## src/slotpg_pkg.sv

```systemverilog
`timescale 1ns / 1ps
`default_nettype none
package slotpg_pkg;

    // Field widths fixed by the port definition
    localparam int LEN_W = 12;
    localparam int IDX_W = 4;
    localparam int OFS_W = 12;
    localparam int CFG_W = 12;

    // Depth of the queues between the parts
    localparam int QUEUE_DEPTH = 2;

    // Reset value of the record area start
    localparam logic [CFG_W-1:0] DATA_START_RST = 12'd96;

    typedef enum logic {
        OP_ADD = 1'b0,
        OP_DEL = 1'b1
    } t_op;

    typedef enum logic [1:0] {
        ST_IDLE,
        ST_SCAN,
        ST_CHECK
    } t_state;

    // Classified request, front to back
    typedef struct packed {
        t_op              op;
        logic [LEN_W-1:0] len;
        logic [IDX_W-1:0] idx;
        logic             idx_ok;
    } t_cmd;

    // One result item
    typedef struct packed {
        logic             accepted;
        logic [IDX_W-1:0] granted_slot;
        logic [OFS_W-1:0] record_offset;
    } t_result;

endpackage
`default_nettype wire

```

## src/slotpg_ram.sv

```systemverilog
`timescale 1ns / 1ps
`default_nettype none
module slotpg_ram #(
    parameter int WIDTH = 24,
    parameter int DEPTH = 16
) (
    input  wire                      i_clk,
    input  wire                      i_we,
    input  wire  [$clog2(DEPTH)-1:0] i_waddr,
    input  wire  [WIDTH-1:0]         i_wdata,
    input  wire  [$clog2(DEPTH)-1:0] i_raddr,
    output logic [WIDTH-1:0]         o_rdata
);

    logic [WIDTH-1:0] r_mem [DEPTH];

    // Write one entry, read one entry a cycle
    always_ff @(posedge i_clk) begin
        if (i_we) begin
            r_mem[i_waddr] <= i_wdata;
        end
        o_rdata <= r_mem[i_raddr];
    end

endmodule
`default_nettype wire

```

## src/slotpg_fifo.sv

```systemverilog
`timescale 1ns / 1ps
`default_nettype none
module slotpg_fifo #(
    parameter int WIDTH = 8,
    parameter int DEPTH = 2
) (
    input  wire              i_clk,
    input  wire              i_rst_n,
    input  wire              i_push,
    input  wire  [WIDTH-1:0] i_data,
    output logic             o_full,
    input  wire              i_pop,
    output logic [WIDTH-1:0] o_data,
    output logic             o_empty
);

    localparam int AW = (DEPTH > 1) ? $clog2(DEPTH) : 1;
    localparam int CW = $clog2(DEPTH + 1);

    logic [WIDTH-1:0] r_mem [DEPTH];
    logic [AW-1:0]    r_wp;
    logic [AW-1:0]    r_rp;
    logic [CW-1:0]    r_cnt;
    logic             w_do_push;
    logic             w_do_pop;

    assign o_full    = (r_cnt == CW'(DEPTH));
    assign o_empty   = (r_cnt == '0);
    assign o_data    = r_mem[r_rp];
    assign w_do_push = i_push && !o_full;
    assign w_do_pop  = i_pop && !o_empty;

    // Advance pointers and count
    always_ff @(posedge i_clk) begin
        if (!i_rst_n) begin
            r_wp  <= '0;
            r_rp  <= '0;
            r_cnt <= '0;
        end else begin
            if (w_do_push) begin
                r_wp <= (r_wp == AW'(DEPTH - 1)) ? '0 : r_wp + 1'b1;
            end
            if (w_do_pop) begin
                r_rp <= (r_rp == AW'(DEPTH - 1)) ? '0 : r_rp + 1'b1;
            end
            if (w_do_push && !w_do_pop) begin
                r_cnt <= r_cnt + 1'b1;
            end else if (w_do_pop && !w_do_push) begin
                r_cnt <= r_cnt - 1'b1;
            end
        end
    end

    // Store the item
    always_ff @(posedge i_clk) begin
        if (w_do_push) begin
            r_mem[r_wp] <= i_data;
        end
    end

endmodule
`default_nettype wire

```

## src/slotpg_front.sv

```systemverilog
`timescale 1ns / 1ps
`default_nettype none
module slotpg_front #(
    parameter int SLOT_COUNT = 16
) (
    input  wire                          i_clk,
    input  wire                          i_rst_n,
    input  wire                          i_push,
    output logic                         o_full,
    input  wire                          i_kind,
    input  wire  [slotpg_pkg::LEN_W-1:0] i_record_length,
    input  wire  [slotpg_pkg::IDX_W-1:0] i_slot_index,
    input  wire                          i_pop,
    output slotpg_pkg::t_cmd             o_cmd,
    output logic                         o_empty
);
    import slotpg_pkg::*;

    localparam int SW = $clog2(SLOT_COUNT);
    localparam int IW = ((SW > IDX_W) ? SW : IDX_W) + 1;

    t_cmd                    w_cmd;
    logic [$bits(t_cmd)-1:0] w_rdata;

    // Classify the request and range-check the delete index
    always_comb begin
        w_cmd.op     = t_op'(i_kind);
        w_cmd.len    = i_record_length;
        w_cmd.idx    = i_slot_index;
        w_cmd.idx_ok = (IW'(i_slot_index) < IW'(SLOT_COUNT));
    end

    slotpg_fifo #(
        .WIDTH ($bits(t_cmd)),
        .DEPTH (QUEUE_DEPTH)
    ) u_cmd_q (
        .i_clk   (i_clk),
        .i_rst_n (i_rst_n),
        .i_push  (i_push),
        .i_data  (w_cmd),
        .o_full  (o_full),
        .i_pop   (i_pop),
        .o_data  (w_rdata),
        .o_empty (o_empty)
    );

    assign o_cmd = t_cmd'(w_rdata);

endmodule
`default_nettype wire

```

## src/slotpg_back.sv

```systemverilog
`timescale 1ns / 1ps
`default_nettype none
module slotpg_back #(
    parameter int PAGE_BYTES = 4096,
    parameter int SLOT_COUNT = 16
) (
    input  wire                          i_clk,
    input  wire                          i_rst_n,
    input  wire  slotpg_pkg::t_cmd       i_cmd,
    input  wire                          i_cmd_empty,
    output logic                         o_cmd_pop,
    input  wire  [slotpg_pkg::CFG_W-1:0] i_data_start,
    input  wire                          i_res_full,
    output logic                         o_res_push,
    output slotpg_pkg::t_result          o_res
);
    import slotpg_pkg::*;

    localparam int SW    = $clog2(SLOT_COUNT);
    localparam int OFF_W = $clog2(PAGE_BYTES);
    localparam int OW    = (OFF_W > LEN_W) ? OFF_W : LEN_W;
    localparam int IW    = ((SW > IDX_W) ? SW : IDX_W) + 1;

    typedef struct packed {
        logic [OW-1:0]    off;
        logic [LEN_W-1:0] size;
    } t_entry;

    t_state                  r_state;
    t_state                  n_state;
    logic [SW-1:0]           r_scan;
    logic [SLOT_COUNT-1:0]   r_busy;
    logic [SLOT_COUNT-1:0]   r_placed;
    logic [LEN_W-1:0]        r_len;
    logic [OW-1:0]           r_off;
    logic [SW-1:0]           r_slot;
    logic                    r_was_placed;
    logic [OW-1:0]           r_prev_end;

    logic [$bits(t_entry)-1:0] w_rdata_raw;
    t_entry                  w_rdata;
    t_entry                  w_wdata;
    logic                    w_we;
    logic [SW-1:0]           w_raddr;
    logic                    w_fit;
    logic                    w_last;
    logic [OW-1:0]           w_sel_off;
    logic [OW:0]             w_sum;
    logic                    w_overflow;
    logic [IW-1:0]           w_idx_ext;
    logic [SW-1:0]           w_del_slot;
    logic [IW-1:0]           w_slot_ext;
    logic                    w_take_add;
    logic                    w_take_del;

    assign w_rdata    = t_entry'(w_rdata_raw);
    assign w_idx_ext  = IW'(i_cmd.idx);
    assign w_del_slot = w_idx_ext[SW-1:0];
    assign w_slot_ext = IW'(r_slot);
    assign w_take_del = !i_cmd_empty && (i_cmd.op == OP_DEL);
    assign w_take_add = !i_cmd_empty && (i_cmd.op == OP_ADD) && !i_res_full;

    // First-fit test on the slot whose entry is on the read port
    assign w_fit  = !r_busy[r_scan] && (!r_placed[r_scan] || (w_rdata.size >= r_len));
    assign w_last = (r_scan == SW'(SLOT_COUNT - 1));

    // Offset: kept if placed, else data start or end of the previous slot
    always_comb begin
        if (r_placed[r_scan]) begin
            w_sel_off = w_rdata.off;
        end else if (r_scan == '0) begin
            w_sel_off = OW'(i_data_start);
        end else begin
            w_sel_off = r_prev_end;
        end
    end

    // Page overflow check on the chosen slot
    assign w_sum      = (OW + 1)'(r_off) + (OW + 1)'(r_len);
    assign w_overflow = (w_sum >= (OW + 1)'(PAGE_BYTES));

    slotpg_ram #(
        .WIDTH ($bits(t_entry)),
        .DEPTH (SLOT_COUNT)
    ) u_slot_ram (
        .i_clk   (i_clk),
        .i_we    (w_we),
        .i_waddr (r_slot),
        .i_wdata (w_wdata),
        .i_raddr (w_raddr),
        .o_rdata (w_rdata_raw)
    );

    // Next state
    always_comb begin
        n_state = r_state;
        unique case (r_state)
            ST_IDLE: begin
                if (w_take_add) begin
                    n_state = ST_SCAN;
                end
            end
            ST_SCAN: begin
                if (w_fit) begin
                    n_state = ST_CHECK;
                end else if (w_last) begin
                    n_state = ST_IDLE;
                end
            end
            ST_CHECK: n_state = ST_IDLE;
            default:  n_state = ST_IDLE;
        endcase
    end

    // Outputs
    always_comb begin
        o_cmd_pop          = 1'b0;
        o_res_push         = 1'b0;
        o_res.accepted     = 1'b0;
        o_res.granted_slot = '0;
        o_res.record_offset = '0;
        w_raddr            = '0;
        w_we               = 1'b0;
        w_wdata.off        = r_off;
        w_wdata.size       = r_len;
        unique case (r_state)
            ST_IDLE: begin
                o_cmd_pop = w_take_add || w_take_del;
            end
            ST_SCAN: begin
                w_raddr = r_scan + 1'b1;
                if (!w_fit && w_last) begin
                    o_res_push = 1'b1;
                end
            end
            ST_CHECK: begin
                o_res_push = 1'b1;
                if (!w_overflow) begin
                    o_res.accepted      = 1'b1;
                    o_res.granted_slot  = w_slot_ext[IDX_W-1:0];
                    o_res.record_offset = r_off[OFS_W-1:0];
                    w_we                = !r_was_placed;
                end
            end
            default: ;
        endcase
    end

    // Slot flags and state
    always_ff @(posedge i_clk) begin
        if (!i_rst_n) begin
            r_state  <= ST_IDLE;
            r_busy   <= '0;
            r_placed <= '0;
        end else begin
            r_state <= n_state;
            if (r_state == ST_IDLE && w_take_del && i_cmd.idx_ok) begin
                r_busy[w_del_slot] <= 1'b0;
            end
            if (r_state == ST_CHECK && !w_overflow) begin
                r_busy[r_slot]   <= 1'b1;
                r_placed[r_slot] <= 1'b1;
            end
        end
    end

    // Scan datapath
    always_ff @(posedge i_clk) begin
        if (r_state == ST_IDLE && w_take_add) begin
            r_len  <= i_cmd.len;
            r_scan <= '0;
        end
        if (r_state == ST_SCAN) begin
            r_prev_end <= w_rdata.off + OW'(w_rdata.size);
            if (w_fit) begin
                r_slot       <= r_scan;
                r_off        <= w_sel_off;
                r_was_placed <= r_placed[r_scan];
            end else begin
                r_scan <= r_scan + 1'b1;
            end
        end
    end

endmodule
`default_nettype wire

```

## src/slotted_page_slot_allocator.sv

```systemverilog
`timescale 1ns / 1ps
`default_nettype none
// Slot table allocator for one slotted page. Requests enter a two-entry
// command queue; add results leave through a two-entry result queue, so both
// sides stall independently. The back end handles one request at a time: a
// delete is done in the idle state, an add walks the slot table one slot per
// cycle through the slot RAM (registered read), then checks the granted slot
// for page overflow; an add ends rejected when no slot fits. Busy and placed
// flags are flip-flops cleared at reset, so there is no clearing pass. Each
// add yields one result (rejects report slot 0, offset 0); deletes yield none.
// Write data_start only while no request is in flight.
module slotted_page_slot_allocator #(
    parameter int PAGE_BYTES = 4096,
    parameter int SLOT_COUNT = 16
) (
    input  wire                          i_clk,
    input  wire                          i_rst_n,
    input  wire                          push,
    output logic                         full,
    input  wire                          i_kind,
    input  wire  [slotpg_pkg::LEN_W-1:0] i_record_length,
    input  wire  [slotpg_pkg::IDX_W-1:0] i_slot_index,
    output logic                         empty,
    input  wire                          pop,
    output logic                         o_accepted,
    output logic [slotpg_pkg::IDX_W-1:0] o_granted_slot,
    output logic [slotpg_pkg::OFS_W-1:0] o_record_offset,
    input  wire                          i_cfg_we,
    input  wire  [slotpg_pkg::CFG_W-1:0] i_cfg_wdata
);
    import slotpg_pkg::*;

    logic [CFG_W-1:0]           r_data_start;
    t_cmd                       w_cmd;
    logic                       w_cmd_empty;
    logic                       w_cmd_pop;
    logic                       w_res_full;
    logic                       w_res_push;
    t_result                    w_res_in;
    logic [$bits(t_result)-1:0] w_res_raw;
    t_result                    w_res_out;

    // Hold the record area start
    always_ff @(posedge i_clk) begin
        if (!i_rst_n) begin
            r_data_start <= DATA_START_RST;
        end else if (i_cfg_we) begin
            r_data_start <= i_cfg_wdata;
        end
    end

    slotpg_front #(
        .SLOT_COUNT (SLOT_COUNT)
    ) u_front (
        .i_clk           (i_clk),
        .i_rst_n         (i_rst_n),
        .i_push          (push),
        .o_full          (full),
        .i_kind          (i_kind),
        .i_record_length (i_record_length),
        .i_slot_index    (i_slot_index),
        .i_pop           (w_cmd_pop),
        .o_cmd           (w_cmd),
        .o_empty         (w_cmd_empty)
    );

    slotpg_back #(
        .PAGE_BYTES (PAGE_BYTES),
        .SLOT_COUNT (SLOT_COUNT)
    ) u_back (
        .i_clk        (i_clk),
        .i_rst_n      (i_rst_n),
        .i_cmd        (w_cmd),
        .i_cmd_empty  (w_cmd_empty),
        .o_cmd_pop    (w_cmd_pop),
        .i_data_start (r_data_start),
        .i_res_full   (w_res_full),
        .o_res_push   (w_res_push),
        .o_res        (w_res_in)
    );

    slotpg_fifo #(
        .WIDTH ($bits(t_result)),
        .DEPTH (QUEUE_DEPTH)
    ) u_res_q (
        .i_clk   (i_clk),
        .i_rst_n (i_rst_n),
        .i_push  (w_res_push),
        .i_data  (w_res_in),
        .o_full  (w_res_full),
        .i_pop   (pop),
        .o_data  (w_res_raw),
        .o_empty (empty)
    );

    assign w_res_out       = t_result'(w_res_raw);
    assign o_accepted      = w_res_out.accepted;
    assign o_granted_slot  = w_res_out.granted_slot;
    assign o_record_offset = w_res_out.record_offset;

`ifndef SYNTHESIS
    // Space for a result is reserved when an add starts
    a_res_no_overflow: assert property (@(posedge i_clk) disable iff (!i_rst_n)
        w_res_push |-> !w_res_full)
        else $error("result pushed into full queue");

    // The back end takes commands only when one is waiting
    a_cmd_pop_valid: assert property (@(posedge i_clk) disable iff (!i_rst_n)
        w_cmd_pop |-> !w_cmd_empty)
        else $error("command popped from empty queue");

    // A rejected add reports slot zero at offset zero
    a_reject_zero: assert property (@(posedge i_clk) disable iff (!i_rst_n)
        (w_res_push && !w_res_in.accepted) |->
            (w_res_in.granted_slot == '0 && w_res_in.record_offset == '0))
        else $error("rejected add carries slot or offset");
`endif

endmodule
`default_nettype wire

```

## config.mk

```make
export PLATFORM = sky130hd
export DESIGN_NAME = slotted_page_slot_allocator
export DESIGN_NICKNAME = d
export VERILOG_FILES = /design/src/slotpg_pkg.sv /design/src/slotpg_ram.sv /design/src/slotpg_fifo.sv /design/src/slotpg_front.sv /design/src/slotpg_back.sv /design/src/slotted_page_slot_allocator.sv
export SDC_FILE = /design/constraint.sdc
export NUM_CORES = 1
export LEC_CHECK = 0
export BUFFER_PORTS_ARGS = -buffer_cell sky130_fd_sc_hd__buf_4
export CAP_MARGIN = 15
export CORE_ASPECT_RATIO = 0.6
export CORE_MARGIN = 10
export CORE_UTILIZATION = 45
export DETAILED_ROUTE_END_ITERATION = 8
export MAX_ROUTING_LAYER = met4
export SYNTH_ARGS = -nofsm -noshare
export SYNTH_HDL_FRONTEND = slang
export SYNTH_SLANG_ARGS = --single-unit
```

## constraint.sdc

```tcl
create_clock -name i_clk -period 5.5 [get_ports i_clk]
set_clock_uncertainty 0.15 [all_clocks]
set_input_delay 0.55 -clock i_clk [delete_from_list [all_inputs] [get_ports i_clk]]
set_output_delay 0.55 -clock i_clk [all_outputs]
set_load 0.005 [all_outputs]
```

Yosys cells after proc, flatten, opt, wreduce, memory -nomap -nowiden
Memory sizes are Yosys's and may differ from the RTL's. A register that Yosys moved wholly into a read port is not among the register bits.
Index checks and enable logic that the tools add are counted.
{"block": "totals", "reg_bits": 99, "memories": 3, "elab_cells": 137, "out_inout_bits": 19, "in_bits": 34, "mem_bits_rw": 452}
{"block": "classes", "reduce_logical": 42, "n_eq_ne": 7, "bitwise": 5, "addsub": 11, "n_mux": 46, "n_lt_le_gt_ge": 7}
{"memory": "u_back.u_slot_ram.r_mem", "words": 16, "width": 24, "rd": 1, "rd_clocked_by_memory_dff": 1, "write_ports": 1, "line": "slotpg_ram.sv:15", "source": "logic [WIDTH-1:0] r_mem [DEPTH];"}
{"memory": "u_front.u_cmd_q.r_mem", "words": 2, "width": 17, "rd": 1, "rd_clocked_by_memory_dff": 1, "write_ports": 1, "line": "slotpg_fifo.sv:20", "source": "logic [WIDTH-1:0] r_mem [DEPTH];"}
{"memory": "u_res_q.r_mem", "words": 2, "width": 17, "rd": 1, "rd_clocked_by_memory_dff": 1, "write_ports": 1, "line": "slotpg_fifo.sv:20"}
{"cell": "$mux 16", "n": 3}
{"cell": "$mux 17", "n": 2}
{"cell": "$or 16x16->16", "n": 2}
{"cell": "$mux 12", "n": 2}
{"cell": "$mux 1", "n": 22}
{"cell": "$logic_and 1x1->1", "n": 18}
{"cell": "$and 16x16->16", "n": 1}
{"cell": "$mux 4", "n": 4}
{"cell": "$not 16->16", "n": 1}
{"cell": "$lt 4x5->1 const B", "n": 3}
{"cell": "$mux 2", "n": 7}
{"cell": "$add 12x12->13", "n": 1}
{"cell": "$ge 13x13->1 const B", "n": 1}
{"cell": "$logic_not 1->1", "n": 13}
{"cell": "$add 12x12->12", "n": 1}
{"cell": "$ge 12x12->1", "n": 1}
{"cell": "$bmux 1 s4", "n": 2}
{"cell": "$demux 1 s4", "n": 2}
{"cell": "$ge 4x1->1 const B", "n": 2}
{"cell": "$eq 2x2->1 const B", "n": 3}
{"cell": "$logic_not 2->1", "n": 3}
{"cell": "$add 1x1->1 const B", "n": 4}
{"cell": "$add 2x1->2 const B", "n": 2}
{"cell": "$add 4x1->4 const B", "n": 1}
{"cell": "other kinds (13)", "n": 17}

Logic depth before layout (Yosys ltp)
Gate-level depths: netlist (run 1).
{"block": "logic_depth", "ltp_word": 14, "depth_mapped": 12, "depth_no_buf": 12}

Cells and area by module
Synthesis (run 1) repeated with hierarchy kept, for this count alone.
{"block": "hier_totals", "cells_unflattened": 1270, "area_unflattened_um2": 22987.0}
{"mod": "slotpg_ram", "area_each_um2": 14930.6, "cells_each": 636, "n_inst": 1}
{"mod": "slotpg_back", "area_each_um2": 4618.2, "cells_each": 436, "n_inst": 1}
{"mod": "slotpg_fifo (u_front.u_cmd_q)", "area_each_um2": 1530.2, "cells_each": 81, "n_inst": 1}
{"mod": "slotpg_fifo (u_res_q)", "area_each_um2": 1458.9, "cells_each": 78, "n_inst": 1}
{"mod": "slotted_page_slot_allocator", "area_each_um2": 445.4, "cells_each": 38, "n_inst": 1}
{"mod": "slotpg_front", "area_each_um2": 3.8, "cells_each": 1, "n_inst": 1}

Least setup slack after synthesis (run 1)
Ideal clock, no wire load.
{"block": "synth_timing", "kind": "register to register", "from": "register u_back.r_off[0]", "to": "memory u_back.u_slot_ram.r_mem[0][0] (enable)", "period_less_slack_ps": 3887, "n_path_buf": 1, "stages_incl_launch_ff": 12, "arrival_ps": 3333, "path_slack_ps": 1613, "cell_sequence": "edfxtp_1 ha_1 inv_1 fa_1 nor2b_1 o21a_1 o21a_1 o21ai_1 a211oi_1 or4_1 clkbuf_1 nor2_1"}
{"block": "synth_between", "elab_chain_cells": 6}
{"item": "start: declaration", "line": "slotpg_back.sv:35", "source": "logic [OW-1:0] r_off;"}
{"item": "start signal: assignment", "line": "slotpg_back.sv:177", "source": "r_off <= w_sel_off;"}
{"item": "$add 12x12->13", "line": "slotpg_back.sv:79", "source": "assign w_sum = (OW + 1)'(r_off) + (OW + 1)'(r_len);"}
{"item": "$ge 13x13->1", "line": "slotpg_back.sv:80", "source": "assign w_overflow = (w_sum >= (OW + 1)'(PAGE_BYTES));"}
{"item": "$mux 1", "line": "slotpg_back.sv:138", "source": "if (!w_overflow) begin"}
{"item": "$mux 1", "line": "slotpg_back.sv:126", "source": "unique case (r_state)"}
{"item": "$mux 1", "line": "slotpg_ram.sv:19", "source": "if (i_we) begin"}
{"item": "$mux 1 (not written as such)", "line": "slotpg_ram.sv:20", "source": "r_mem[i_waddr] <= i_wdata;"}
{"item": "end: declaration", "line": "slotpg_ram.sv:15"}
No other way between the ends.

Worst setup path after layout (run 1)
{"block": "layout_timing", "from": "register u_back.r_off[2]", "to": "memory u_back.u_slot_ram.r_mem[7][21] (enable)"}
The elaborated chain is that of the path after synthesis.

==> results of run 1 <==
cells by family (layout without fill, tap and decap cells):
group | after synthesis | in the layout | share of synthesized area (%)
adders and majority gates | 43 | 43 | 2.40
AOI/OAI and AO/OA | 244 | 244 | 7.24
and+or+nand+nor | 378 | 378 | 7.58
DFF | 577 | 577 | 71.6
xor gates and xnor gates | 19 | 19 | 0.756
muxes | 128 | 128 | 8.28
buffers and inverters | 117 | 243 | 2.10
synthesized netlist by cell type (9+ instances only):
master    count
a21oi_1      35
o21ai_0      77
a311oi_1     23
ha_1         41
a221oi_1     11
nor3_1        9
clkbuf_1     50
xor2_1        9
mux2_2       32
dfxtp_1      84
nand2_1     153
buf_2        21
nand3_1      77
o221ai_1     46
mux2i_1      50
edfxtp_1    493
xnor2_1       9
inv_1        34
a211oi_1     19
mux4_2       44
nor2b_1      11
and3_1       33
o21a_1        9
nor2_1       63
timing repair:
action	4_1_cts	5_1_grt
setup endpoints to repair	0	0
buffers inserted	0	0
endpoints found under the hold margin	7	11
hold buffers	4	6
state kept, by name (all words and copies together), names as in the netlist, 2 cells and up, named ones only:
| register | cells |
|---|---|
| u_front.u_cmd_q.r_mem | 34 |
| u_back.r_prev_end | 12 |
| u_res_q.r_cnt | 2 |
| u_res_q.r_mem | 34 |
| u_front.u_cmd_q.r_cnt | 2 |
| u_back.r_slot | 4 |
| r_data_start | 12 |
| u_back.r_state | 2 |
| u_back.r_placed | 16 |
| u_back.u_slot_ram.o_rdata | 24 |
| u_back.u_slot_ram.r_mem | 384 |
| u_back.r_busy | 16 |
| u_back.r_scan | 4 |
| u_back.r_off | 12 |
| u_back.r_len | 12 |
power groups by stage:
stage | registers [mW] | logic, mW | clock network (mW)
finish | 5.58 | 1.95 | 3.64
floorplan | 5.52 | 1.24 | 0
global route | 5.60 | 2.16 | 3.89
detailed placement | 5.66 | 1.92 | 0
CTS | 5.57 | 1.94 | 3.70
global placement | 5.65 | 1.89 | 0
area by class of cell:
class                   count  share of cell area, %
clock buffers              74                   5.61
clock inverters            19                  0.877
inverters                  34                  0.486
multi-input cells         812                   23.5
flip-flops and latches    577                   62.8
well taps                 693                   3.30
repair buffers            116                   3.46
how the worst min path moves through the flow:
stage	from	endpoint	slack [ns]
finish	i_record_length[10]	u_front.u_cmd_q.r_mem[0][14]	0.03
detailed placement	u_back.r_placed[11]	u_back.r_placed[11]	0.29
global placement	u_back.r_placed[11]	u_back.r_placed[11]	0.29
CTS	i_record_length[7]	u_front.u_cmd_q.r_mem[1][11]	0.000004
global route	i_record_length[11]	u_front.u_cmd_q.r_mem[0][15]	0.002
floorplan	u_back.r_scan[3]	u_back.r_slot[3]	0.26
layer usage:
metal	track usage [%]	share of wire, %
met2	26.4	41
met3	5.78	11
met1	29.7	47
met4	2.86	1.1
met5	-	0
metrics by stage:
stage / std cells / total power, mW
after floorplan: 1506 / 6.76
after global placement: 2222 / 7.54
after detailed placement: 2222 / 7.58
after CTS: 2319 / 11.2
after global routing: 2325 / 11.7
final: 2325 / 11.2
critical path, delay by kind of cell (launching register included):
kind,cells,cell delay [ns]
fa+ha+maj,1,0.34
compound gates,4,1.04
simple gates,3,1.60
flops,1,0.76
cell usage in the layout (no fill, tap or decap), types with 12 or more instances in the layout:
| cell type | n |
|---|---|
| a211oi_1 | 19 |
| a21oi_1 | 35 |
| a311oi_1 | 23 |
| and3_1 | 33 |
| buf_4 | 105 |
| clkbuf_1 | 12 |
| clkbuf_16 | 51 |
| dfxtp_1 | 83 |
| edfxtp_1 | 493 |
| ha_1 | 41 |
| inv_1 | 33 |
| mux2_2 | 32 |
| mux2i_1 | 50 |
| mux4_2 | 44 |
| nand2_1 | 153 |
| nand3_1 | 77 |
| nor2_1 | 43 |
| o21ai_0 | 77 |
| o221ai_1 | 46 |
==> metrics, run 1 <==
DR vias/cell 5.84; Slew headroom 21.5%; Starting Density 45.3%; final WL 59600 µm; Clock Pin Slew Worst Setup and Hold Paths 0.07 ns; Netlist Area Pre-Place 23000 µm²; slowest stage delay, CP 0.83 ns; Int Pwr 8.08 mW; Setup Total Neg Slack 0 ns; Hold Path Class in -> reg; Initial DRC Count 1625; Reg power frac 50.0%; RSZ-0062 raised after global routing false; cts repair resizes 0; Core Region 50800 µm²; fill count 4247; Pre-antenna DRT Iters 5; Register Area 16500 µm²; post-synth cell types 60; data required time of the worst path 5.54 ns; Setup crit end kind flop; CP Launch Type flop; Clk Tree Root Cell clkbuf_16; fin. max-slew vios 0; Placed Area 24500 µm²; All-Layer GR Usage 19.7%; Worst EP arrival 4.36 ns; fraction of registers with async set/reset 0%; Die W 312 µm; crit path launch u_back.r_off[2]; worst r2r dst u_back.u_slot_ram.r_mem[7][21]; r2r setup slk 1.18 ns; total grt overflow 0; worst setup path end u_back.u_slot_ram.r_mem[7][21]; worst-skew pair later-pin latency 0.58 ns; Max Cap Violations 0; Cell Rows 64; Syn Nets 1583; PortBufs 52; CTS tree done; final core utilization 51.7%; Hold WS 0.0273 ns; Num CTS Buffers 50; pwr dens 425 nW/µm²; H-tree levels 2; EDFF count, synth 493; clk buf depth 3; first-pass GRT wire length 87700 µm; Sw Ratio 27.7%; pin count of the biggest net entering global routing 60; Reg2Reg Launch Point u_back.r_off[2]; clk sinks 577; status finished clean; WL/cell 25.6 µm; final antenna diode count 0; Yosys top cell area share 64.3%; initial antenna violation count 2; global placement routability congestion 0.886; Top Ports 53; Avg Cell Area, Syn 15.3 µm²; Final Hold Fails 0; hold path cells 1; Area Overhead vs Synth 14.1%; yosys warns 0; Final WS setup 1.18 ns; Final Cycle Share 78.6%; clock group share of total power 32.6%; Seq/Total Area, Yosys 71.6%; pre-CTS setup slack 1.26 ns; f_max 231 MHz; top cells by area, synth edfxtp_1 64%, dfxtp_1 7.3%, mux4_2 4.3%, nand2_1 2.5%, ha_1 2.2%; Setup CP Type reg -> reg; final setup fails 0; Die Area 60900 µm²; Via Count 13567; final worst path period need 4.32 ns; layout cells sized above 1 17.7%; post-synth top area cell edfxtp_1; Post-Synthesis Cells 1506; worst-path fanout max 24; final instance area 26300 µm²; Final #Nets 1668; Slowest cell on crit path nor2_4; CP cell instances ha_1 > nor2b_1 > o21a_1 > o21a_1 > o21ai_1 > a211o_1 > nand3_1 > nor2_4; leakage power 8.85 nW; hpwl dp 37100 µm; Peak VDD IR 0.000251 V; Comb power frac 17.4%; most used cell, CP o21a_1; vias in the first global route 12984; die height 195 µm; multi-input gate area in the final layout 6170 µm²; post-route ant nets 0; ys flop type edfxtp_1; FF-to-FF path depth 8; post-route DRC violation count 0; actual slew at the worst max-slew pin 1.17 ns; NetSw 3.09 mW; register bit total from synthesis 577
(Power assumes the default switching activity.)
==> run 2, diff against run 1 <==
clock period = 4.3 ns   (was 5.5 ns; I/O delays follow)
==> metrics, run 2 (synthesized netlist as in run 1, its figures left out) <==
CTS tree done; Hold WS 0.118 ns; Pre-antenna DRT Iters 5; clk sinks 577; final setup fails 0; Largest regs u_back.u_slot_ram.r_mem x384, u_front.u_cmd_q.r_mem x34, u_res_q.r_mem x34; die height 195 µm; pwr dens 529 nW/µm²; Largest register FFs 384; clk buf depth 3; Hold Path Class in -> reg; Clk Tree Root Cell clkbuf_16; initial antenna violation count 1; Final Hold Fails 0; final worst path period need 3.70 ns; Final Cycle Share 86.0%; Initial DRC Count 1664; CP Launch Type flop; Starting Density 45.3%; Area Overhead vs Synth 15.0%; Clock Pin Slew Worst Setup and Hold Paths 0.06 ns; H-tree levels 2; fill count 4216; worst-skew pair later-pin latency 0.58 ns; final antenna diode count 0; hpwl dp 37900 µm; total grt overflow 0; f_max 270 MHz; Slowest cell on crit path or4_1; Setup CP Type reg -> reg; Top Ports 53; Setup crit end kind flop; Max Cap Violations 0; post-route DRC violation count 0; Slew headroom 21.7%; layout cells sized above 1 17.9%; actual slew at the worst max-slew pin 1.17 ns; Via Count 13565; CP cell instances inv_1 > fa_1 > nor2b_1 > o21a_1 > o21a_1 > o21ai_1 > a211oi_1 > or4_1 > nor2_4 > buf_4; WL/cell 25.0 µm; highest-count cells in the layout ignoring fill and taps 493 x edfxtp_1, 153 x nand2_1, 116 x buf_4; post-CTS setup buffer count 0; Peak VDD IR 0.000420 V; DR vias/cell 5.75; Num CTS Buffers 50; post-route ant nets 0; All-Layer GR Usage 19.5%; leakage power 8.95 nW; global placement routability congestion 0.899; Die W 312 µm; CP bufs+invs 2; most common cell after layout, fill and taps aside edfxtp_1; register name with the most flops u_back.u_slot_ram.r_mem; Die Area 60900 µm²; worst-path fanout max 24; cts repair resizes 0; data required time of the worst path 4.36 ns; Core Region 50800 µm²; slowest stage delay, CP 0.81 ns; final WL 59100 µm; fin. max-slew vios 0; first-pass GRT wire length 86400 µm; PortBufs 52; RSZ-0062 raised after global routing false; vias in the first global route 12955; CP delay by family, top simple AND/OR/NAND/NOR gates; pin count of the biggest net entering global routing 50; Setup Total Neg Slack 0 ns; Cell Rows 64; status finished clean; Final #Nets 1703; Worst EP arrival 3.76 ns; most used cell, CP o21a_1
[run 2: metrics by stage]
stage / instances / util (%) / instance area, µm² / total power [mW] / worst slack (ns)
2_1_floorplan: 1506 / - / 23000 / 8.65 / 0.413
3_3_place_gp: 2238 / 48.5 / 24600 / 9.71 / 0.676
3_5_place_dp: 2238 / 48.5 / 24600 / 9.76 / 0.649
4_1_cts: 2360 / 52.1 / 26500 / 14.0 / 0.623
5_1_grt: 2360 / 52.1 / 26500 / 14.6 / 0.401
6_report: 2360 / 52.1 / 26500 / 14.0 / 0.600
[run 2: final cells by class]
cell class / count / area, µm² / area share, %
inverters: 34 / 128 / 0.482
repair buffers: 151 / 1280 / 4.84
multi-input cells: 812 / 6170 / 23.3
clock buffers: 72 / 1400 / 5.27
clock inverters: 21 / 140 / 0.529
well taps: 693 / 867 / 3.28
flip-flops and latches: 577 / 16500 / 62.3
[run 2: what timing repair did]
action	in CTS	in global routing
hold buffers	29	0
hold endpoints to repair	46	0
setup endpoints to repair	0	0
[run 2: final timing paths]
kind | start | endpoint | slack, ns | depth (start not counted)
max | u_back.r_len[1] | u_back.u_slot_ram.r_mem[8][17] | 0.60 | 10
min | i_rst_n | r_data_start[5] | 0.12 | 2
max reg2reg | u_back.r_len[1] | u_back.u_slot_ram.r_mem[8][17] | 0.60 | 10
min reg2reg | u_back.r_placed[4] | u_back.r_placed[4] | 0.31 | 2
[run 2: routing by layer]
layer,track usage (%),vias to the layer above,share of wire [%]
li1,-,6082,-
met1,29.8,6821,48
met2,25.2,595,40
met3,5.84,67,11
met4,3.39,0,1.4
met5,-,-,0
[run 2: worst reg2reg max path: cells and delay by family (launching register included)]
kind / cells / cell delay, ns
AOI/OAI and AO/OA: 4 / 0.64
adders and majority gates: 1 / 0.19
buffers and inverters: 2 / 0.64
DFF: 1 / 0.66
and+or+nand+nor: 3 / 1.02
[run 2: report_power, final]
| group | switching (mW) | internal (mW) | total, mW |
|---|---|---|---|
| sequential | 0.399 | 6.70 | 7.10 |
| clock | 1.98 | 2.32 | 4.30 |
| combinational | 1.60 | 1.01 | 2.61 |
==> run 3, diff against run 2 <==
MAX_ROUTING_LAYER = default   (was met4)
==> metrics, run 3 (synthesized netlist as in run 1, its figures left out) <==
FF-to-FF path depth 10; Cell Rows 64; cts repair resizes 0; pwr dens 529 nW/µm²; Setup Total Neg Slack 0 ns; worst-path fanout max 24; CTS tree done; most common cell after layout, fill and taps aside edfxtp_1; hold path cells 2; first-pass GRT wire length 86500 µm; RSZ-0062 raised after global routing false; All-Layer GR Usage 18.9%; clk buf depth 3; CP delay by family, top simple AND/OR/NAND/NOR gates; total grt overflow 0; NetSw 3.96 mW; die height 195 µm; Slowest cell on crit path or4_1; H-tree levels 2; Setup CP Type reg -> reg; Setup crit end kind flop; Core Region 50800 µm²; vias in the first global route 12939; Worst EP arrival 3.74 ns; Area Overhead vs Synth 15.0%; Clk Tree Root Cell clkbuf_16; data required time of the worst path 4.36 ns; Die Area 60900 µm²; Via Count 13637; Final #Nets 1703; Starting Density 45.3%; Reg power frac 50.7%; final WL 59100 µm; critical path depth 10; worst-skew pair later-pin latency 0.58 ns; pre-CTS setup slack 0.649 ns; Num CTS Buffers 50; Hold Path Class in -> reg; register name with the most flops u_back.u_slot_ram.r_mem; CP bufs+invs 2; Comb power frac 18.6%; post-route ant nets 0; final setup fails 0; clock group share of total power 30.7%; fin. max-slew vios 0; pin count of the biggest net entering global routing 50; global placement routability congestion 0.885; layout cells sized above 1 17.9%; leakage power 8.95 nW; Initial DRC Count 1713; most used cell, CP o21a_1; CP cell instances inv_1 > fa_1 > nor2b_1 > o21a_1 > o21a_1 > o21ai_1 > a211oi_1 > or4_1 > nor2_4 > buf_4; Largest register FFs 384; post-route DRC violation count 0; Final WS setup 0.618 ns; Final Hold Fails 0; Peak VDD IR 0.000416 V; Clock Pin Slew Worst Setup and Hold Paths 0.06 ns; f_max 272 MHz; initial antenna violation count 1; WL/cell 25.0 µm; Max Cap Violations 0; Power, Total 14.0 mW; Sw Ratio 28.3%; CP Launch Type flop; Top Ports 53; Int Pwr 10.0 mW; Pre-antenna DRT Iters 5; highest-count cells in the layout ignoring fill and taps 493 x edfxtp_1, 153 x nand2_1, 116 x buf_4; Die W 312 µm; final antenna diode count 0; DR vias/cell 5.78; final worst path period need 3.68 ns; hpwl dp 37900 µm; status finished clean; actual slew at the worst max-slew pin 1.14 ns; PortBufs 52; clk sinks 577; Largest regs u_back.u_slot_ram.r_mem x384, u_front.u_cmd_q.r_mem x34, u_res_q.r_mem x34; Slew headroom 23.9%; slowest stage delay, CP 0.81 ns; Final Cycle Share 85.6%
## run 3: repair_timing
item	4_1_cts	5_1_grt
endpoints found under the hold margin	46	0
setup buffers	0	0
hold buffers	29	0
## run 3: worst paths after layout
check	slack, ns	to	from
max	0.62	u_back.u_slot_ram.r_mem[8][17]	u_back.r_len[1]
min	0.12	r_data_start[5]	i_rst_n
max reg2reg	0.62	u_back.u_slot_ram.r_mem[8][17]	u_back.r_len[1]
min reg2reg	0.31	u_back.r_placed[4]	u_back.r_placed[4]
## run 3: through the flow
step	cell area (µm²)	hold WS, ns	utilization, %	cells
floorplan	23000	0.256	-	1506
global placement	24600	0.296	48.5	2238
detailed placement	24600	0.301	48.5	2238
CTS	26500	0.0781	52.1	2360
global route	26500	0.122	52.1	2360
finish	26500	0.116	52.1	2360
## run 3: worst reg2reg max path, delay by kind of cell, from the launching register on
family | cells | cell delay (ns)
DFF | 1 | 0.65
buffers and inverters | 2 | 0.64
AOI/OAI and AO/OA | 4 | 0.64
and+or+nand+nor | 3 | 1.02
adders and majority gates | 1 | 0.18
## run 3: layout make-up
class                           count  area [µm²]
Sequential cell                   577       16500
Timing Repair Buffer              151        1280
Clock buffer                       72        1400
Clock inverter                     21         140
Tap cell                          693         867
Fill cell                        4216       24300
Inverter                           34         128
Multi-Input combinational cell    812        6170
## run 3: power groups by stage
| stage | combinational, mW | sequential, mW | clock (mW) |
|---|---|---|---|
| after global placement | 2.53 | 7.18 | 0 |
| after floorplan | 1.58 | 7.06 | 0 |
| after CTS | 2.60 | 7.07 | 4.37 |
| after global routing | 2.88 | 7.12 | 4.61 |
| after detailed placement | 2.57 | 7.19 | 0 |
| final | 2.61 | 7.10 | 4.29 |
## run 3: per-layer routing
layer / part of all wire (%) / vias to the layer above / global-route usage (%)
met1: 48 / 6894 / 30.0
met2: 40 / 606 / 25.2
met4: 1.3 / 0 / 3.18
met3: 11 / 62 / 5.58
li1: - / 6075 / -
met5: 0 / - / 0
